$ cat config.mk
export PLATFORM = sky130hd
export DESIGN_NAME = xxh_mul
export DESIGN_NICKNAME = d
export VERILOG_FILES = /design/src/rtl/xxh_pkg.sv /design/src/rtl/xxh_mul.sv
export SDC_FILE = /design/constraint.sdc
export NUM_CORES = 2
export LEC_CHECK = 0
export BUFFER_PORTS_ARGS = -buffer_cell sky130_fd_sc_hd__buf_2
export CORE_MARGIN = 2
export CORE_UTILIZATION = 60
export DETAILED_ROUTE_END_ITERATION = 8
export PLACE_DENSITY = 0.78
export SLEW_MARGIN = 5
export SYNTH_ARGS = -nofsm -noshare
export SYNTH_HDL_FRONTEND = slang
export SYNTH_SLANG_ARGS = --single-unit
$ cat constraint.sdc
create_clock -name i_clk -period 22.6 [get_ports i_clk]
set_input_delay 1.13 -clock i_clk [delete_from_list [all_inputs] [get_ports i_clk]]
set_output_delay 1.13 -clock i_clk [all_outputs]
set_load 0.01 [all_outputs]
$ cat src/rtl/xxh_pkg.sv
// Shared types, constants and helpers for the streaming 64-bit xxHash block.
// Used by every module under rtl; depends on nothing else.
`default_nettype none

package xxh_pkg;

    localparam logic [63:0] P1 = 64'h9E3779B185EBCA87;
    localparam logic [63:0] P2 = 64'hC2B2AE3D27D4EB4F;
    localparam logic [63:0] P3 = 64'h165667B19E3779F9;
    localparam logic [63:0] P4 = 64'h85EBCA77C2B2AE63;
    localparam logic [63:0] P5 = 64'h27D4EB2F165667C5;

    localparam logic [3:0] FULL_COUNT = 4'd8;
    localparam logic [1:0] STRIPE_HELD = 2'd3;
    localparam logic [1:0] LAST_LANE = 2'd3;

    // One classified input word as it sits in the queue.
    typedef struct packed {
        logic [63:0] word;
        logic [3:0]  cnt;   // 0..8, forced to 8 for words that are not last
        logic        last;
    } t_item;

    typedef struct packed {
        logic        start;
        logic [63:0] a;
        logic [63:0] b;
    } t_mul_req;

    typedef struct packed {
        logic        done;
        logic [63:0] p;
    } t_mul_rsp;

    typedef enum logic [4:0] {
        ST_IDLE,
        ST_RND_A,
        ST_RND_B,
        ST_FIN,
        ST_MERGE,
        ST_FL_A,
        ST_FL_B,
        ST_FL_C,
        ST_LEN,
        ST_PW_CHK,
        ST_PW_A,
        ST_PW_B,
        ST_PW_C,
        ST_Q_CHK,
        ST_Q_A,
        ST_Q_B,
        ST_B_CHK,
        ST_BY_A,
        ST_BY_B,
        ST_AV_A,
        ST_AV_B,
        ST_OUT
    } t_bstate;

    function automatic logic [63:0] rotl(input logic [63:0] x, input int r);
        rotl = (x << r) | (x >> (64 - r));
    endfunction

    // Lane rotation used when the four accumulators are merged.
    function automatic logic [63:0] merge_rot(input logic [63:0] x, input logic [1:0] idx);
        logic [63:0] res;
        res = x;
        case (idx)
            2'd0: res = rotl(x, 1);
            2'd1: res = rotl(x, 7);
            2'd2: res = rotl(x, 12);
            default: res = rotl(x, 18);
        endcase
        merge_rot = res;
    endfunction

endpackage

`default_nettype wire

$ cat src/rtl/xxh_mul.sv
// Iterative 64x64 multiplier keeping the low 64 product bits, built on one
// 32x32 multiplier over three steps. Uses the request/response types of xxh_pkg.
`default_nettype none

module xxh_mul (
    input  wire logic              i_clk,
    input  wire logic              i_rst_n,
    input  wire xxh_pkg::t_mul_req i_req,
    output xxh_pkg::t_mul_rsp      o_rsp
);

    logic [63:0] r_a, r_b, r_acc;
    logic [1:0]  r_step;
    logic        r_run, r_done;
    logic [31:0] w_x, w_y;
    logic [63:0] w_prod;

    // Step 0: low x low, step 1: low x high, step 2: high x low.
    always_comb begin
        w_x = (r_step == 2'd2) ? r_a[63:32] : r_a[31:0];
        w_y = (r_step == 2'd1) ? r_b[63:32] : r_b[31:0];
    end

    assign w_prod = w_x * w_y;

    always_ff @(posedge i_clk) begin
        if (i_req.start) begin
            r_a <= i_req.a;
            r_b <= i_req.b;
        end
        if (r_run) begin
            if (r_step == 2'd0) begin
                r_acc <= w_prod;
            end else begin
                r_acc <= r_acc + {w_prod[31:0], 32'b0};
            end
        end
    end

    always_ff @(posedge i_clk) begin
        if (!i_rst_n) begin
            r_run  <= 1'b0;
            r_done <= 1'b0;
            r_step <= 2'd0;
        end else begin
            r_done <= r_run && (r_step == 2'd2);
            if (i_req.start) begin
                r_run  <= 1'b1;
                r_step <= 2'd0;
            end else if (r_run) begin
                r_step <= r_step + 2'd1;
                if (r_step == 2'd2) begin
                    r_run <= 1'b0;
                end
            end
        end
    end

    assign o_rsp.done = r_done;
    assign o_rsp.p    = r_acc;

endmodule

`default_nettype wire

==> results.json <==
{
  "critPathRequiredTime_ps": 22960,
  "nNetsFinal": 5702,
  "crit_arrival_ps": 11220,
  "cts_hold_buffers": 0,
  "routedWlPerCell_um": 22.9,
  "grt_pass1_vias": 33100,
  "drc": 0,
  "syn_to_final_growth_pct": 6.16,
  "mostFrequentLayoutCell": "fa_1",
  "syn_inst": 4283,
  "endpoint_kind": "flip-flop",
  "whs_ps": 597,
  "cp_slowest_stage_delay_ps": 1140,
  "grt_start_max_net_pins": 88,
  "cts_root_buffer": "clkbuf_16",
  "setup_viol": 0,
  "timing.critical_path.mode_cell": "fa_1",
  "drive_gt1_share_pct": 9.28,
  "grt_use_total_pct": 35.6,
  "gp_congestion": 0.995,
  "yosysTopAreaCell": "fa_1",
  "postCtsSetupRepairBufs": 0,
  "routed_wl_mm": 120,
  "ant_nets": 0,
  "final_cell_mix": "897 x fa_1, 883 x inv_1, 724 x nand2_1",
  "core_um2": 67500,
  "cts_buffer_depth": 2,
  "die_w_um": 266,
  "clk-insertion-delay-late_ps": 510,
  "ctsResizeCount": 0,
  "dp_slack_ps": 11920,
  "multi_input_area_um2": 31200,
  "ys_seq_area_share_pct": 14.2,
  "finalSetupTns_ps": 0,
  "clock_skew_ps": 20.1,
  "die_h_um": 266,
  "first_pass_iters": 5,
  "grt_overflow_total": 0,
  "synthesis.nets": 5610,
  "crit_fanout": 41,
  "core.rowCount": 95,
  "netlist_area_um2": 41100,
  "io_pins": 196,
  "slowest_stage": "mux2i_2",
  "dieArea_um2": 70500,
  "synth_top_cell_area_share_pct": 43.7,
  "n_fill_cell": 5414,
  "fmaxAchievable_mhz": 92.0,
  "cts_tree": "built",
  "grt_pass1_wl_mm": 188,
  "first_iter_violations": 2939,
  "viasPerCell": 5.92,
  "fin_util_pct": 64.6,
  "outcome": "completed",
  "clock_sinks": 196,
  "grt_antenna_before_repair": 6,
  "finalWorstSetupSlack_ps": 11730,
  "ys_ff_latch": 196,
  "regArea_um2": 5850,
  "max_slew.worst_pin.slew_ps": 1320,
  "avgSynthCellArea_um2": 9.59,
  "period_share_pct": 48.1,
  "ys_types": 82,
  "period_needed_ps": 10870,
  "clk_pin_slew_worst_paths_ps": 90,
  "numCtsBuffers": 17,
  "rsz0062_at_grt": "no",
  "yosys-top-cells-area": "fa_1 44%, edfxtp_1 14%, ha_1 9.1%, inv_1 8.1%, nand2_1 6.6%",
  "path_class": "reg2reg",
  "slew_viol_final": 0,
  "critPathLaunchType": "flip-flop",
  "vias": 31200,
  "ys_async_sr_fraction_pct": 0,
  "finalHoldViolations": 0,
  "start_util_pct": 60.8,
  "min_path_type": "reg2reg",
  "synth-edff-count": 192,
  "dp_hpwl_mm": 96.3,
  "yosysWarnings": 0,
  "synth_flop_cell": "edfxtp_1",
  "timing.slew.headroom_pct": 10.4,
  "h-tree-depth": 4,
  "max_cap_viol_count": 0,
  "io_buffers": 195
}
## logic make-up (layout without fill, tap and decap cells)
group           Yosys count  count (layout)  share of synthesized area [%]
buf+inv                1073            1178                           9.94
simple gates           1293            1293                           12.8
compound gates          308             308                           4.97
xor+xnor                 90              90                           1.92
flops                   196             196                           14.2
fa+ha+maj              1196            1196                           52.8
mux                     127             127                           3.29
other cells               0               3                              0
## layout make-up
cell class	count	area share (%)
clock buffer	17	0.976
tap	873	2.51
antenna	3	0.0172
sequential	196	13.4
timing repair buffer	263	3.42
multi-input combinational	3014	71.7
inverter	883	7.60
clock inverter	15	0.393
## critical path: cells and delay by family (launching register included)
kind                     cells  cell delay [ps]
multiplexers                 1             1140
AO/OA/AOI/OAI               13             2300
flip-flops                   1              350
buffers and inverters        6              940
AND/OR/NAND/NOR              2              200
adder cells (fa/ha/maj)     11             5120
XOR/XNOR                     2              590
## Yosys cell counts (14+ instances only)
master / number
nand2_1: 724
o21ai_0: 43
xnor2_1: 55
ha_1: 299
and2_1: 51
inv_1: 883
mux2_2: 63
mux2i_1: 64
nor2_1: 418
nand2b_1: 14
nand4_1: 18
edfxtp_1: 192
clkbuf_1: 175
nor3_1: 14
a21oi_1: 104
fa_1: 897
a21o_1: 53
xor2_1: 35
## metrics by stage
step / cells / area (um2)
after floorplan: 4283 / 41100
after global placement: 5229 / 43000
after detailed placement: 5229 / 43000
after CTS: 5261 / 43600
after global routing: 5261 / 43600
final: 5264 / 43600
## sequential cells by signal, indices dropped and copies added, names as in the netlist
name,cells
r_a,64
r_acc,64
r_b,64
r_step,2
r_done,1
r_run,1
## routing by layer
| metal | vias to the layer above | track usage, % | share of wire, % |
|---|---|---|---|
| li1 | 13100 | - | - |
| met5 | - | 0 | 0.033 |
| met2 | 1897 | 56.2 | 46 |
| met1 | 15700 | 46.1 | 37 |
| met4 | 6 | 18.2 | 6.0 |
| met3 | 434 | 8.89 | 11 |
## worst paths after layout
kind | start | to | slack [ps] | cells past startpoint
setup / recovery | r_step[1] | r_acc[63] | 11730 | 35
hold reg to reg | r_step[0] | r_step[0] | 600 | 2
setup reg to reg | r_step[1] | r_acc[63] | 11730 | 35
hold / removal | r_step[0] | r_step[0] | 600 | 2
Power is left out: the tool's default activity adds up to more than one toggle a clock period on the data nets, which glitch-free logic cannot reach.
