==> config.mk <==
export PLATFORM = sky130hd
export DESIGN_NAME = xxh_front
export DESIGN_NICKNAME = d
export VERILOG_FILES = /design/src/rtl/xxh_pkg.sv /design/src/rtl/xxh_front.sv
export SDC_FILE = /design/constraint.sdc
export NUM_CORES = 1
export LEC_CHECK = 0
export ABC_AREA = 0
export BUFFER_PORTS_ARGS = -buffer_cell sky130_fd_sc_hd__buf_2
export CORE_MARGIN = 2
export CORE_UTILIZATION = 45
export CTS_CLUSTER_SIZE = 12
export DETAILED_ROUTE_END_ITERATION = 12
export MAX_ROUTING_LAYER = met4
export PLACE_DENSITY = 0.76
export SYNTH_ARGS = -nofsm -noshare
export SYNTH_HDL_FRONTEND = slang
export SYNTH_SLANG_ARGS = --single-unit
==> constraint.sdc <==
create_clock -name i_clk -period 2.9 [get_ports i_clk]
set_input_delay 0.29 -clock i_clk [delete_from_list [all_inputs] [get_ports i_clk]]
set_output_delay 0.29 -clock i_clk [all_outputs]
set_load 0.1 [all_outputs]
==> src/rtl/xxh_pkg.sv <==
// Shared types, constants and helpers for the streaming 64-bit xxHash block.
// Used by every module under rtl; depends on nothing else.
`default_nettype none

package xxh_pkg;

    localparam logic [63:0] P1 = 64'h9E3779B185EBCA87;
    localparam logic [63:0] P2 = 64'hC2B2AE3D27D4EB4F;
    localparam logic [63:0] P3 = 64'h165667B19E3779F9;
    localparam logic [63:0] P4 = 64'h85EBCA77C2B2AE63;
    localparam logic [63:0] P5 = 64'h27D4EB2F165667C5;

    localparam logic [3:0] FULL_COUNT = 4'd8;
    localparam logic [1:0] STRIPE_HELD = 2'd3;
    localparam logic [1:0] LAST_LANE = 2'd3;

    // One classified input word as it sits in the queue.
    typedef struct packed {
        logic [63:0] word;
        logic [3:0]  cnt;   // 0..8, forced to 8 for words that are not last
        logic        last;
    } t_item;

    typedef struct packed {
        logic        start;
        logic [63:0] a;
        logic [63:0] b;
    } t_mul_req;

    typedef struct packed {
        logic        done;
        logic [63:0] p;
    } t_mul_rsp;

    typedef enum logic [4:0] {
        ST_IDLE,
        ST_RND_A,
        ST_RND_B,
        ST_FIN,
        ST_MERGE,
        ST_FL_A,
        ST_FL_B,
        ST_FL_C,
        ST_LEN,
        ST_PW_CHK,
        ST_PW_A,
        ST_PW_B,
        ST_PW_C,
        ST_Q_CHK,
        ST_Q_A,
        ST_Q_B,
        ST_B_CHK,
        ST_BY_A,
        ST_BY_B,
        ST_AV_A,
        ST_AV_B,
        ST_OUT
    } t_bstate;

    function automatic logic [63:0] rotl(input logic [63:0] x, input int r);
        rotl = (x << r) | (x >> (64 - r));
    endfunction

    // Lane rotation used when the four accumulators are merged.
    function automatic logic [63:0] merge_rot(input logic [63:0] x, input logic [1:0] idx);
        logic [63:0] res;
        res = x;
        case (idx)
            2'd0: res = rotl(x, 1);
            2'd1: res = rotl(x, 7);
            2'd2: res = rotl(x, 12);
            default: res = rotl(x, 18);
        endcase
        merge_rot = res;
    endfunction

endpackage

`default_nettype wire

==> src/rtl/xxh_front.sv <==
// Input side of the hasher: takes stream words, normalizes the byte count
// and holds them in a two-entry queue for the back end. Uses xxh_pkg.
`default_nettype none

module xxh_front (
    input  wire logic           i_clk,
    input  wire logic           i_rst_n,
    input  wire logic           s_axis_tvalid,
    output logic                s_axis_tready,
    input  wire logic [71:0]    s_axis_tdata,   // [63:0] data_word, [67:64] byte_count
    input  wire logic           s_axis_tlast,   // last_word
    output logic                o_valid,
    output xxh_pkg::t_item      o_item,
    input  wire logic           i_pop
);

    xxh_pkg::t_item r_q [2];
    logic           r_wp, r_rp;
    logic [1:0]     r_cnt;
    xxh_pkg::t_item w_cls;
    logic           w_push;

    // A word that is not last always counts as full, and counts above eight clamp.
    always_comb begin
        w_cls.word = s_axis_tdata[63:0];
        w_cls.last = s_axis_tlast;
        if (!s_axis_tlast || (s_axis_tdata[67:64] > xxh_pkg::FULL_COUNT)) begin
            w_cls.cnt = xxh_pkg::FULL_COUNT;
        end else begin
            w_cls.cnt = s_axis_tdata[67:64];
        end
    end

    assign s_axis_tready = (r_cnt != 2'd2);
    assign w_push        = s_axis_tvalid && s_axis_tready;
    assign o_valid       = (r_cnt != 2'd0);
    assign o_item        = r_q[r_rp];

    always_ff @(posedge i_clk) begin
        if (w_push) begin
            r_q[r_wp] <= w_cls;
        end
    end

    always_ff @(posedge i_clk) begin
        if (!i_rst_n) begin
            r_wp  <= 1'b0;
            r_rp  <= 1'b0;
            r_cnt <= 2'd0;
        end else begin
            if (w_push) begin
                r_wp <= ~r_wp;
            end
            if (i_pop) begin
                r_rp <= ~r_rp;
            end
            r_cnt <= r_cnt + {1'b0, w_push} - {1'b0, i_pop};
        end
    end

endmodule

`default_nettype wire

==> flow_summary.toml <==
[sta]
slew_viol_final = 0
max_freq_mhz = 429
min_period_ns = 2.33
fin_setup_tns_ns = 0
finalHoldViolCount = 0
rsz0062_at_grt = "false"
fin_worst_skew_ns = 0.00301
tightest_slew_ns = 0.524
setup-violations-final = 0
slew_headroom_pct = 65.1
layout_setup_ws_ns = 0.571
period_share_pct = 80.3

[pwr]
power_frac_seq_pct = 40.7
p_int_mw = 4.12
p_comb_share_pct = 24.9
powerDensity_mw_per_mm2 = 913
ir_drop_uv = 528
switching_share_pct = 33.9
clock_power_share_pct = 34.4
net-switching-power_mw = 2.11
p_leak_nw = 2.58

[worst_setup_path]
crit_path_max_fanout = 35
worstReg2RegStart = "r_cnt[0]"
arrival_ns = 2.04
worstPathRequired_ns = 2.61
ff2ff_setup_slack_ns = 1.11
cp-end-kind = "output pin"
cp-start-kind = "flop"
crit_type = "reg2out"
r2r-end = "r_q[1][2]"
reg2reg_depth = 3

[floorplan]
core-area_sq_mm = 0.0115
rows = 39
dieWidth_um = 113
fp.dieH_um = 113
ios = 148
start_util_pct = 46.4
die-area_sq_mm = 0.0127

[synthesis]
synthTopCellsByArea = "edfxtp_1 78%, mux2_2 12%, mux2_4 2.8%"
synth_fp_nets = 326
synth_commonest_cells = "138 x edfxtp_1, 59 x mux2_2, 10 x mux2_4, 6 x and2_1"
ys_ff_latch = 143
synth_edf_count = 138
avgSynthCellArea_sq_um = 21.4
synth_largest_area_cell = "edfxtp_1"
yosysSeqAreaShare_pct = 79.8
synthCells = 248
yosysMostFrequentCell = "edfxtp_1"
async_flop_share_pct = 0
ys.flop_type = "edfxtp_1"
synth.distinct_cells = 26
synth_top_area_share_pct = 77.9
syn_area_sq_mm = 0.00532
ys_warn_count = 0

[clock_network]
hold_buffers = 0
cts_tree = "built"
cts_resized = 0
cts-root-buf = "clkbuf_16"
cts_setup_buffers = 0
cts_sinks = 143
numCtsBuffers = 17
clockBufferDepth = 2
worstSkewPairLatency_ns = 0.41
htree_levels = 4
clkSlewWorstSetupHoldPaths_ns = 0.06

[place]
gp_congestion = 0.745
place_ws_ns = 0.955
dpl.hpwl_um = 5860
io_buffers = 143
place_inst = 530

[global_routing]
grt_pass1_wl_um = 14100
grt_pass1_vias = 2922
grt_max_degree = 37
gr-total-overflow = 0
antenna_found_initial = 0
track_usage_pct = 15.2

[finish]
fin_nets = 484
layout.cells.non_filler = 562
diodes = 0
drive_gt1_share_pct = 59.7
syn_to_final_growth_pct = 28.4

[hold_path]
hold_end = "r_q[0][27]"
hold_class = "in2reg"
worst_hold_path.num_cells = 1
hold_start = "s_axis_tdata[22]"

[detailed_routing]
drc = 0
drt-wirelength-per-cell_um = 16.0
drt-total-wl_um = 8990
antenna_left = 0
dr.pass1.iters = 7
via_per_inst = 4.90
drt_iter0_drc = 175
routed-via-count = 2753

[outcome]
run_status = "complete, no violations"

[run]
max_cap_violations = 0
-- layer usage --
layer,vias to the layer above,part of all wire [%],global-route usage (%)
li1,1297,-,-
met1,1350,38,16.7
met2,96,53,25.1
met3,10,7.2,6.11
met4,0,0.99,5.37
met5,-,0,-
-- power groups by stage --
stage	Sequential [mW]	Combinational (mW)	Clock, mW
after floorplan	2.55	1.34	0
after global placement	2.57	1.55	0
after detailed placement	2.58	1.56	0
after CTS	2.54	1.57	2.20
after global routing	2.55	1.61	2.27
final	2.53	1.55	2.14
-- critical path: stages (launching register included) --
cell	delay, ns
dfxtp_4	0.66
buf_12	0.30
mux2_2	0.37
buf_2	0.30
-- flip-flops by register name, summed over array words and instances (netlist names), named ones only --
register  count
r_q         138
r_cnt         2
r_wp          1
r_rp          1
-- worst max path at each step --
| stage | to | slack (ns) | depth (start not counted) |
|---|---|---|---|
| after floorplan | r_q[0][0] | 0.04 | 3 |
| after global placement | o_item[7] | 0.96 | 3 |
| after detailed placement | o_item[7] | 0.96 | 3 |
| after CTS | o_item[7] | 0.50 | 3 |
| after global routing | o_item[7] | 0.45 | 3 |
| final | o_item[7] | 0.57 | 3 |
-- stage by stage --
| step | utilization (%) | hold WS (ns) | area (sq um) | power [mW] |
|---|---|---|---|---|
| CTS | 59.5 | 0.0433 | 6820 | 6.30 |
| global placement | 54.3 | 0.478 | 6230 | 4.12 |
| detailed placement | 54.3 | 0.481 | 6230 | 4.14 |
| finish | 59.5 | 0.0664 | 6820 | 6.23 |
| global route | 59.5 | 0.0457 | 6820 | 6.44 |
| floorplan | - | 0.389 | 5320 | 3.89 |
-- logic make-up (layout without fill, tap and decap cells) --
logic type,Yosys count,after routing,share of synthesized area (%)
compound gates,5,5,0.847
buf+inv,11,182,1.39
flops,143,143,79.8
xor+xnor,2,2,0.330
mux,70,70,15.5
fa+ha+maj,1,1,0.235
simple gates,16,16,1.86
-- final cells by class --
| cell class | count | area (sq um) |
|---|---|---|
| Fill cell | 874 | 4640 |
| Clock buffer | 18 | 429 |
| Sequential cell | 143 | 4250 |
| Timing Repair Buffer | 147 | 783 |
| Tap cell | 143 | 179 |
| Inverter | 3 | 15.0 |
| Clock inverter | 14 | 166 |
| Multi-Input combinational cell | 94 | 1000 |
-- layout by cell type, fill, tap and decap left out, types with 2 or more instances in the layout --
cell,Yosys,routed
clkinvlp_4,0,5
clkbuf_16,0,17
buf_12,0,3
nand3b_1,2,2
inv_1,3,2
nand2_1,2,2
inv_6,0,2
edfxtp_1,138,138
mux2_2,59,59
buf_2,5,143
bufinv_16,0,3
mux2_4,10,10
and2_1,6,6
clkinv_4,0,2
clkinv_1,0,3
dfxtp_1,5,4
No activity file was read; power rests on OpenSTA's default activity.
